===== src/sv/csds_div_cell.sv =====
// One restoring long-division step: shift in a dividend bit, subtract if it fits, shift in a quotient bit.
module csds_div_cell #(
  parameter int REM_W = 8,
  parameter int DQ_W  = 8
) (
  input  logic             clk,
  input  logic [REM_W-1:0] rem_i,
  input  logic [REM_W-1:0] dvs_i,
  input  logic [DQ_W-1:0]  dq_i,
  output logic [REM_W-1:0] rem_r,
  output logic [REM_W-1:0] dvs_r,
  output logic [DQ_W-1:0]  dq_r
);

  logic [REM_W:0]   trial;
  logic             ge;
  logic [REM_W-1:0] rem_nxt;
  logic [DQ_W-1:0]  dq_nxt;

  always_comb begin
    trial   = {rem_i, dq_i[DQ_W-1]};
    ge      = trial >= {1'b0, dvs_i};
    rem_nxt = ge ? REM_W'(trial - {1'b0, dvs_i}) : trial[REM_W-1:0];
    dq_nxt  = {dq_i[DQ_W-2:0], ge};
  end

  always_ff @(posedge clk) begin
    rem_r <= rem_nxt;
    dvs_r <= dvs_i;
    dq_r  <= dq_nxt;
  end

endmodule

===== config.mk =====
export PLATFORM = sky130hd
export DESIGN_NAME = csds_div_cell
export DESIGN_NICKNAME = d
export VERILOG_FILES = /design/src/sv/csds_div_cell.sv
export SDC_FILE = /design/constraint.sdc
export NUM_CORES = 1
export LEC_CHECK = 0
export BUFFER_PORTS_ARGS = -buffer_cell sky130_fd_sc_hd__buf_2
export CORE_MARGIN = 2
export CORE_UTILIZATION = 40
export DETAILED_ROUTE_END_ITERATION = 8
export PLACE_DENSITY = 0.79
export SLEW_MARGIN = 20
export SYNTH_ARGS = -nofsm -noshare
export SYNTH_HDL_FRONTEND = slang
export SYNTH_SLANG_ARGS = --single-unit
export TNS_END_PERCENT = 100

===== constraint.sdc =====
create_clock -name clk -period 1.7 [get_ports clk]
set_clock_uncertainty 0.05 [all_clocks]
set_input_delay 0.17 -clock clk [delete_from_list [all_inputs] [get_ports clk]]
set_output_delay 0.17 -clock clk [all_outputs]
set_load 0.02 [all_outputs]

Word-level counts from Yosys, hierarchy flattened
Cells that the tools add are included.
Storage, ports and cells
  RAM bits: 0
  word-level logic and storage cells: 6
  output and inout bits: 24
  latch bits: 0
  ROM bits: 0
  register bits after elaboration: 24
  input bits: 25
  memories: 0
Operators by class
  divide/modulo/power cells: 0
  bitwise logic cells: 0
  mux-type cells: 1
  $add $sub $neg: 1
  multiply operators: 0
  reductions and logical operators: 0
  $lt $le $gt $ge: 1
  equality and inequality tests: 0
  shifts and indexed selects: 0
Operators by type and width (count)
  $ge A9 B8 Y1: 1
  $mux W8: 1
  $sub A8 B8 Y8: 1

Logic depth before layout (Yosys ltp)
Gate-level depths: netlist (run 1).
  depth in word-level cells: 2
  depth in mapped cells: 8
  depth with buffers taken out: 8

Worst setup path before layout (run 1)
No wires, ideal clock.
  kind: input port to flip-flop
  start: input dq_i[7]
  end: register rem_r[6]
  cell stages on the path: 8
  path buffers: 0
  required time: 1.529 ns
  slack: -0.154 ns
  library setup time: 0.121 ns
  data arrival time: 1.683 ns
  cells stage by stage: inv_1 ha_1 fa_1 nor2b_1 o31a_1 nor4_1 a311o_1 mux2_2
On the way
  cells in the longest elaborated chain, start to end: 2
  elaborated cells between the ends (all ways): 3
  classes of those cells: add/sub (1); order compare (1); mux (1)
Ends and longest elaborated chain
  start, declared: line 9  | input logic [DQ_W-1:0] dq_i,
  $sub A8 B8 Y8 / $ge A9 B8 Y1 (equally long branches): line 23, 22
  $mux W8 *: line 23  | rem_nxt = ge ? REM_W'(trial - {1'b0, dvs_i}) : trial[REM_W-1:0];
  named net rem_nxt[6]: line 17  | logic [REM_W-1:0] rem_nxt;
  end signal, assigned: line 28  | rem_r <= rem_nxt;
  end, declared: line 10  | output logic [REM_W-1:0] rem_r,
The timed path passes the listed nets; every way through them passes the cells marked *.

Worst setup path in the final report (run 1)
Ends and elaborated chain as after synthesis.

==> results of run 1 <==
## repair_timing
| item | CTS | global route |
|---|---|---|
| hold endpoints to repair | 15 | 0 |
| hold buffers | 15 | 0 |
| setup endpoints to repair | 0 | 1 |
| resized for setup | 0 | 1 |
## cell usage in the layout (no fill, tap or decap), drive strengths merged, types with 2 or more instances in the layout
master and n:
o21ai 5, buf 60, dlygate4sd3 15, nor2 2, inv 13, a21o 3
clkbuf 4, dfxtp 24, xnor2 2, nor3 3, nand2 3, nand3 2
mux2i 2, a21oi 5, ha 8, mux2 5
## critical path, cell delays in order
cell	delay, ns
buf_2	0.16
inv_12	0.04
ha_4	0.16
fa_2	0.37
nor2b_2	0.14
o31a_1	0.20
nor4_1	0.07
a311o_1	0.27
mux2_4	0.27
## worst max path at each step
stage	startpoint	to	depth (start not counted)
floorplan	dq_i[7]	rem_r[6]$_DFF_P_	8
global placement	dq_i[7]	rem_r[6]$_DFF_P_	9
detailed placement	dq_i[7]	rem_r[6]$_DFF_P_	9
CTS	dq_i[7]	rem_r[6]$_DFF_P_	9
global route	dq_i[7]	rem_r[6]$_DFF_P_	9
finish	dq_i[7]	rem_r[6]$_DFF_P_	9
## kinds of logic after synthesis
logic type	Yosys count	share of synthesized area [%]
AOI/OAI and AO/OA	20	16.13
adders and majority gates	9	12.00
xor gates and xnor gates	3	2.625
buffers and inverters	15	5.875
muxes	7	7.625
and+or+nand+nor	15	7.752
DFF	24	48.00
## synthesized netlist by cell type (2+ instances only)
| cell | n |
|---|---|
| nor3_1 | 3 |
| mux2_2 | 5 |
| xnor2_1 | 2 |
| nor2_1 | 2 |
| a21oi_1 | 3 |
| o21ai_0 | 4 |
| buf_2 | 2 |
| mux2i_1 | 2 |
| inv_1 | 13 |
| nand2_1 | 3 |
| a21oi_2 | 2 |
| ha_1 | 8 |
| a21o_1 | 3 |
| nand3_1 | 2 |
| dfxtp_1 | 24 |
## sequential cells by signal (all words and copies together) (netlist names)
register and cells:
dvs_r 8, dq_r 8, rem_r 8
## power groups by stage
stage | Sequential (mW) | Combinational [mW] | Clock, mW
finish | 0.632 | 0.451 | 0.308
global route | 0.637 | 0.488 | 0.332
CTS | 0.633 | 0.451 | 0.313
detailed placement | 0.645 | 0.421 | 0
global placement | 0.644 | 0.410 | 0
floorplan | 0.724 | 0.195 | 0
## cell type report
class | instances | area, um^2
clock buffer | 4 | 36.28
fill | 198 | 823.3
inverter | 13 | 61.31
multi-input combinational | 54 | 513.0
sequential | 24 | 480.5
tap | 30 | 37.54
timing repair buffer | 75 | 480.5
## per-layer routing
| layer | routed length [um] | vias to the layer above | GRT usage [%] |
|---|---|---|---|
| met4 | 25 | 0 | 6.250 |
| met2 | 1125 | 39 | 28.86 |
| met5 | 0 | - | 0 |
| met1 | 982 | 406 | 17.23 |
| li1 | - | 475 | - |
| met3 | 194 | 2 | 4.167 |
==> results.md, run 1 <==
- Result of the run: finished, final reports clean
- DRC Markers: 0
- RSZ-0062 raised after global routing: false
- GP Congestion: 0.8625
- Power consumption: 1.391 mW
- Top FF cell, synth: dfxtp_1
- Final Util: 66.15%
- P_leak: 0.8039 nW
- Crit start category: input port
- CORE AREA: 2432 um^2
- Fin nets: 205
- Min Tclk post-route: 1.664 ns
- Hold slack: 0.03735 ns
- Post-synth EDFFs: 0
- Via count of the first global-routing pass: 823
- Die H: 54.03 um
- Port Buffers: 48
- GRT overflow: 0
- Max IR drop VDD: 0.0005248 V
- Gr usage total: 15.82%
- Antenna Nets Post-Route: 0
- P_sw: 417.1 uW
- Comb power frac: 32.4%
- CP required: 1.87 ns
- Die area: 2919 um^2
- Cell Area, Synth: 1001 um^2
- Chip width: 54.03 um
- CTS buffer count: 3
- WS Path Type: input port to flop
- Int Power: 973.7 uW
- Worst Tran Pin Value: 0.4461 ns
- Post-synthesis sequential area ratio: 48.00%
- ANT cells: 0
- Clock Power Share: 22.1%
- Average size of a mapped cell: 10.76 um^2
- Max-cap violations: 0
- Hold endpoint: rem_r[5]$_DFF_P_
- Area growth from synthesis to layout: 60.75%
- DR vias: 922
- CTS tree: done
- Initial antenna violation count: 0
- Sw Share: 29.99%
- CTS root buf: clkbuf_4
- Placed Instance Area: 1420 um^2
- Synth area leaders: dfxtp_1 48%, ha_1 10%, mux2_2 5.6%
- Final WS setup: 0.03643 ns
- Post-Route WL: 2326 um
- Count of cell types in the netlist: 30
- Syn Inst Count: 93
- DPL Wire Length: 1691 um
- Reg power frac: 45.5%
- Cell area after layout: 1609 um^2
- Setup bufs post-CTS: 0
- Largest net degree at the start of global routing: 14
- DR vias/cell: 4.610
- DRT iter0 DRCs: 21
- Endpoints failing setup: 0
- Critical Path AT: 1.84 ns
- Asr flop ratio synth: 0%
- YS warnings: 0
- Initial Utilization: 41.15%
- Tightest Hold Check Type: input port to flop
- Maximum fanout along the worst path: 3
- HP Start: rem_i[4]
- Fin cells: 200
- Rows: 18
- Slew headroom: 69.94%
- Top cell type's share of synthesized area: 48.00%
- Pwr Density: 864.4 nW/um^2
- H-tree depth: 1
- Max-slew violations: 0
- Fmax: 0.6011 GHz
- WHS Path Cells: 2
- CTS Buffer Depth: 2
- CTS sink cnt: 24
- Yosys top cell by area: dfxtp_1
- Drt first pass iters: 4
- DP Worst Slack: -0.3155 ns
- Layout cell share with drive strength beyond 1: 47.06%
- #FFs+latches synth: 24
- Worst-path clk slew: 0.13 ns
- Syn nets: 127
- Fin. Hold Viols: 0
- Routed len/inst: 11.63 um
- I/O pin count: 49
- Setup Total Neg Slack: 0 ns
- Placed insts: 181
- First-pass GRT wire length: 3298 um
- CP Capture Type: flop
- Final worst path period share: 97.86%
(Power assumes the default switching activity.)
==> run 2, diff against run 1 <==
BUFFER_PORTS_ARGS = unset   (was -buffer_cell sky130_fd_sc_hd__buf_2)
CORE_UTILIZATION = 60   (was 40)
CTS_BUF_LIST = sky130_fd_sc_hd__clkbuf_8   (was unset)
DONT_BUFFER_PORTS = 1   (was unset)
PLACE_DENSITY = 0.81   (was 0.79)
clock period = 1.6 ns   (was 1.7 ns; I/O delays follow)
==> results.md, run 2 <==
- Initial antenna violation count: 0
- Count of cell types in the netlist: 30 (unchanged)
- Average size of a mapped cell: 10.76 um^2 (unchanged)
- I/O pin count: 49 (unchanged)
- Largest net degree at the start of global routing: 14
- Chip width: 44.85 um (-17%)
- Failed at: global routing
- CTS root buf: clkbuf_8
- YS warnings: 0 (unchanged)
- Syn nets: 127 (unchanged)
- Initial Utilization: 64.94% (+24 points)
- CTS sink cnt: 24 (unchanged)
- Top cell type's share of synthesized area: 48.00% (unchanged)
- Post-synthesis sequential area ratio: 48.00% (unchanged)
- DPL Wire Length: 1528 um (-9.6%)
- Cell Area, Synth: 1001 um^2 (unchanged)
- CTS Buffer Depth: 2 (unchanged)
- Post-synth EDFFs: 0 (unchanged)
- Synth cell count leaders: 24 x dfxtp_1, 13 x inv_1, 8 x ha_1, 5 x mux2_2, 4 x o21ai_0
- Asr flop ratio synth: 0% (unchanged)
- Yosys top cell by area: dfxtp_1
- Count leader, synth: dfxtp_1
- H-tree depth: 1 (unchanged)
- Placed insts: 122 (-33%)
- Kind of the worst endpoint: register input
- GP Congestion: 0.7178 (-17%)
- Result of the run: aborted with a tool error
- Synth area leaders: dfxtp_1 48%, ha_1 10%, mux2_2 5.6%
- Die H: 44.85 um (-17%)
- Worst setup endpoint GRT: rem_r[6]$_DFF_P_/D
- #FFs+latches synth: 24 (unchanged)
- Port Buffers: 0 (-100%)
- Placed Instance Area: 1197 um^2 (-16%)
- CTS buffer count: 3 (unchanged)
- Rows: 14 (-4)
- Log Error: [ERROR DPL-0033] detailed placement checks failed during check placement.
- Top FF cell, synth: dfxtp_1
- Syn Inst Count: 93 (unchanged)
## run 2: cell counts after synthesis
No cell type changed its count.
## run 2: kinds of logic after synthesis
logic type	count (synthesis)	share of synthesized area [%]
XOR/XNOR	3	2.625
adder cells (fa/ha/maj)	9	12.00
buffers and inverters	15	5.875
multiplexers	7	7.625
flip-flops	24	48.00
AO/OA/AOI/OAI	20	16.13
AND/OR/NAND/NOR	15	7.752
## run 2: through the flow
stage	TNS, ns	hold WS [ns]	setup WS (ns)
floorplan	-0.5337	0.1377	-0.1277
CTS	0	0.08994	0.01082
detailed placement	-1.209	0.1378	-0.2390
global placement	-0.6862	0.1378	-0.1714
## run 2: what timing repair did
item / CTS
setup buffers: 0
hold buffers: 21
endpoints found under the hold margin: 21
resized for setup: 0
==> run 3, diff against run 2 <==
CORE_AREA = 2 2 63 65   (was unset)
CORE_MARGIN = unset   (was 2)
CORE_UTILIZATION = unset   (was 60)
CTS_BUF_LIST = unset   (was sky130_fd_sc_hd__clkbuf_8)
DIE_AREA = 0 0 65 67   (was unset)
PLACE_DENSITY = unset   (was 0.81)
PLACE_DENSITY_LB_ADDON = 0.15   (was unset)
==> results.md, run 3 (same netlist as run 1, synthesis figures left out) <==
- Result of the run: finished, final reports clean
- GP Congestion: 0.7143 (-0.49%)
- I/O pin count: 49 (unchanged)
- Placed Instance Area: 1222 um^2 (+2.1%)
- Area growth from synthesis to layout: 50.25%
- Endpoints failing setup: 0
- Gr usage total: 10.74%
- Critical Path AT: 1.65 ns
- Chip width: 65 um (+45%)
- Max IR drop VDD: 0.0003308 V
- DP Worst Slack: -0.1975 ns (+0.04153 ns)
- ANT cells: 0
- CP Capture Type: flop
- Max-cap violations: 0
- Initial Utilization: 27.76% (-37 points)
- Top Registers: dq_r: 8 flops, dvs_r: 8 flops, rem_r: 8 flops
- DPL Wire Length: 1570 um (+2.7%)
- Routed len/inst: 11.94 um
- Via count of the first global-routing pass: 786
- CTS buffer count: 3 (unchanged)
- Tightest Hold Check Type: input port to flop
- Final WS setup: 0.06373 ns
- CTS tree: done
- Crit start category: input port
- CORE AREA: 3606 um^2
- Fin cells: 177
- Setup bufs post-CTS: 0 (unchanged)
- Initial antenna violation count: 0
- Die area: 4355 um^2
- Max-slew violations: 0
- Post-Route WL: 2113 um
- Min Tclk post-route: 1.536 ns
- Fin. Hold Viols: 0
- Worst Tran Pin Value: 0.4888 ns
- Final worst path period share: 96.02%
- Cell area after layout: 1504 um^2
- Port Buffers: 0 (unchanged)
- H-tree depth: 1 (unchanged)
- Fin nets: 164
- Power consumption: 1.606 mW
- Final Util: 41.71%
- Die H: 67 um (+49%)
- DR vias: 774
- CTS sink cnt: 24 (unchanged)
- RSZ-0062 raised after global routing: false
- Maximum fanout along the worst path: 3
- Most frequent cells in the layout: 24 x dfxtp_1, 21 x dlygate4sd3_1, 12 x buf_4
- Fmax: 0.6509 GHz
- Slew headroom: 67.07%
- Placed insts: 152 (+25%)
- DR vias/cell: 4.373
- First-pass GRT wire length: 3498 um
- Pwr Density: 1068 nW/um^2
- GRT overflow: 0
- Drt first pass iters: 2
- CTS root buf: clkbuf_8
- DRC Markers: 0
- Largest net degree at the start of global routing: 15
- Antenna Nets Post-Route: 0
- Worst-path clk slew: 0.09 ns
- Rows: 22 (+8)
- CTS Buffer Depth: 2 (unchanged)
- P_leak: 0.6639 nW
- WS Path Type: input port to flop
- Leading cell type in the layout, fill and taps excluded: dfxtp_1
- CP required: 1.71 ns
- DRT iter0 DRCs: 8
- Layout cell share with drive strength beyond 1: 24.81%
[run 3: what timing repair did]
| action | 4_1_cts | 5_1_grt |
|---|---|---|
| hold endpoints to repair | 21 | 0 |
| endpoints found under the setup margin | 0 | 0 |
| gates resized for setup | 0 | 0 |
| hold buffers | 21 | 0 |
[run 3: routing by layer]
metal	routed length, um	vias up	track usage (%)	part of all wire (%)
li1	-	388	-	-
met1	959	355	13.60	45
met2	984	29	17.01	47
met3	141	2	1.858	6.7
met4	27	0	6.383	1.3
met5	0	-	0	0
[run 3: worst max-delay path: stages]
cell,delay [ns]
inv_12,0.01
ha_4,0.15
fa_2,0.36
nor2b_1,0.17
o31a_1,0.20
nor4_1,0.07
a311o_1,0.26
mux2_4,0.27
[run 3: where the power goes]
part	internal (mW)	total, mW	switching [mW]
clock	0.334	0.526	0.192
sequential	0.660	0.761	0.101
combinational	0.192	0.319	0.128
[run 3: cell type report]
type / count / area, um^2
clock inverter: 1 / 30.03
timing repair buffer: 34 / 320.3
fill: 359 / 2102
tap: 48 / 60.06
clock buffer: 3 / 41.29
inverter: 13 / 61.31
multi-input combinational: 54 / 510.5
sequential: 24 / 480.5
[run 3: through the flow]
stage | setup TNS (ns) | hold slack (ns)
finish | 0 | 0.1065
global route | 0 | 0.1210
CTS | 0 | 0.1047
detailed placement | -0.8765 | 0.1378
global placement | -0.8891 | 0.1378
floorplan | -0.5337 | 0.1377
[run 3: worst paths after layout]
path | from | to | cells past startpoint
worst max-delay path | dq_i[7] | rem_r[6]$_DFF_P_ | 8
worst min-delay path | rem_i[6] | rem_r[7]$_DFF_P_ | 2
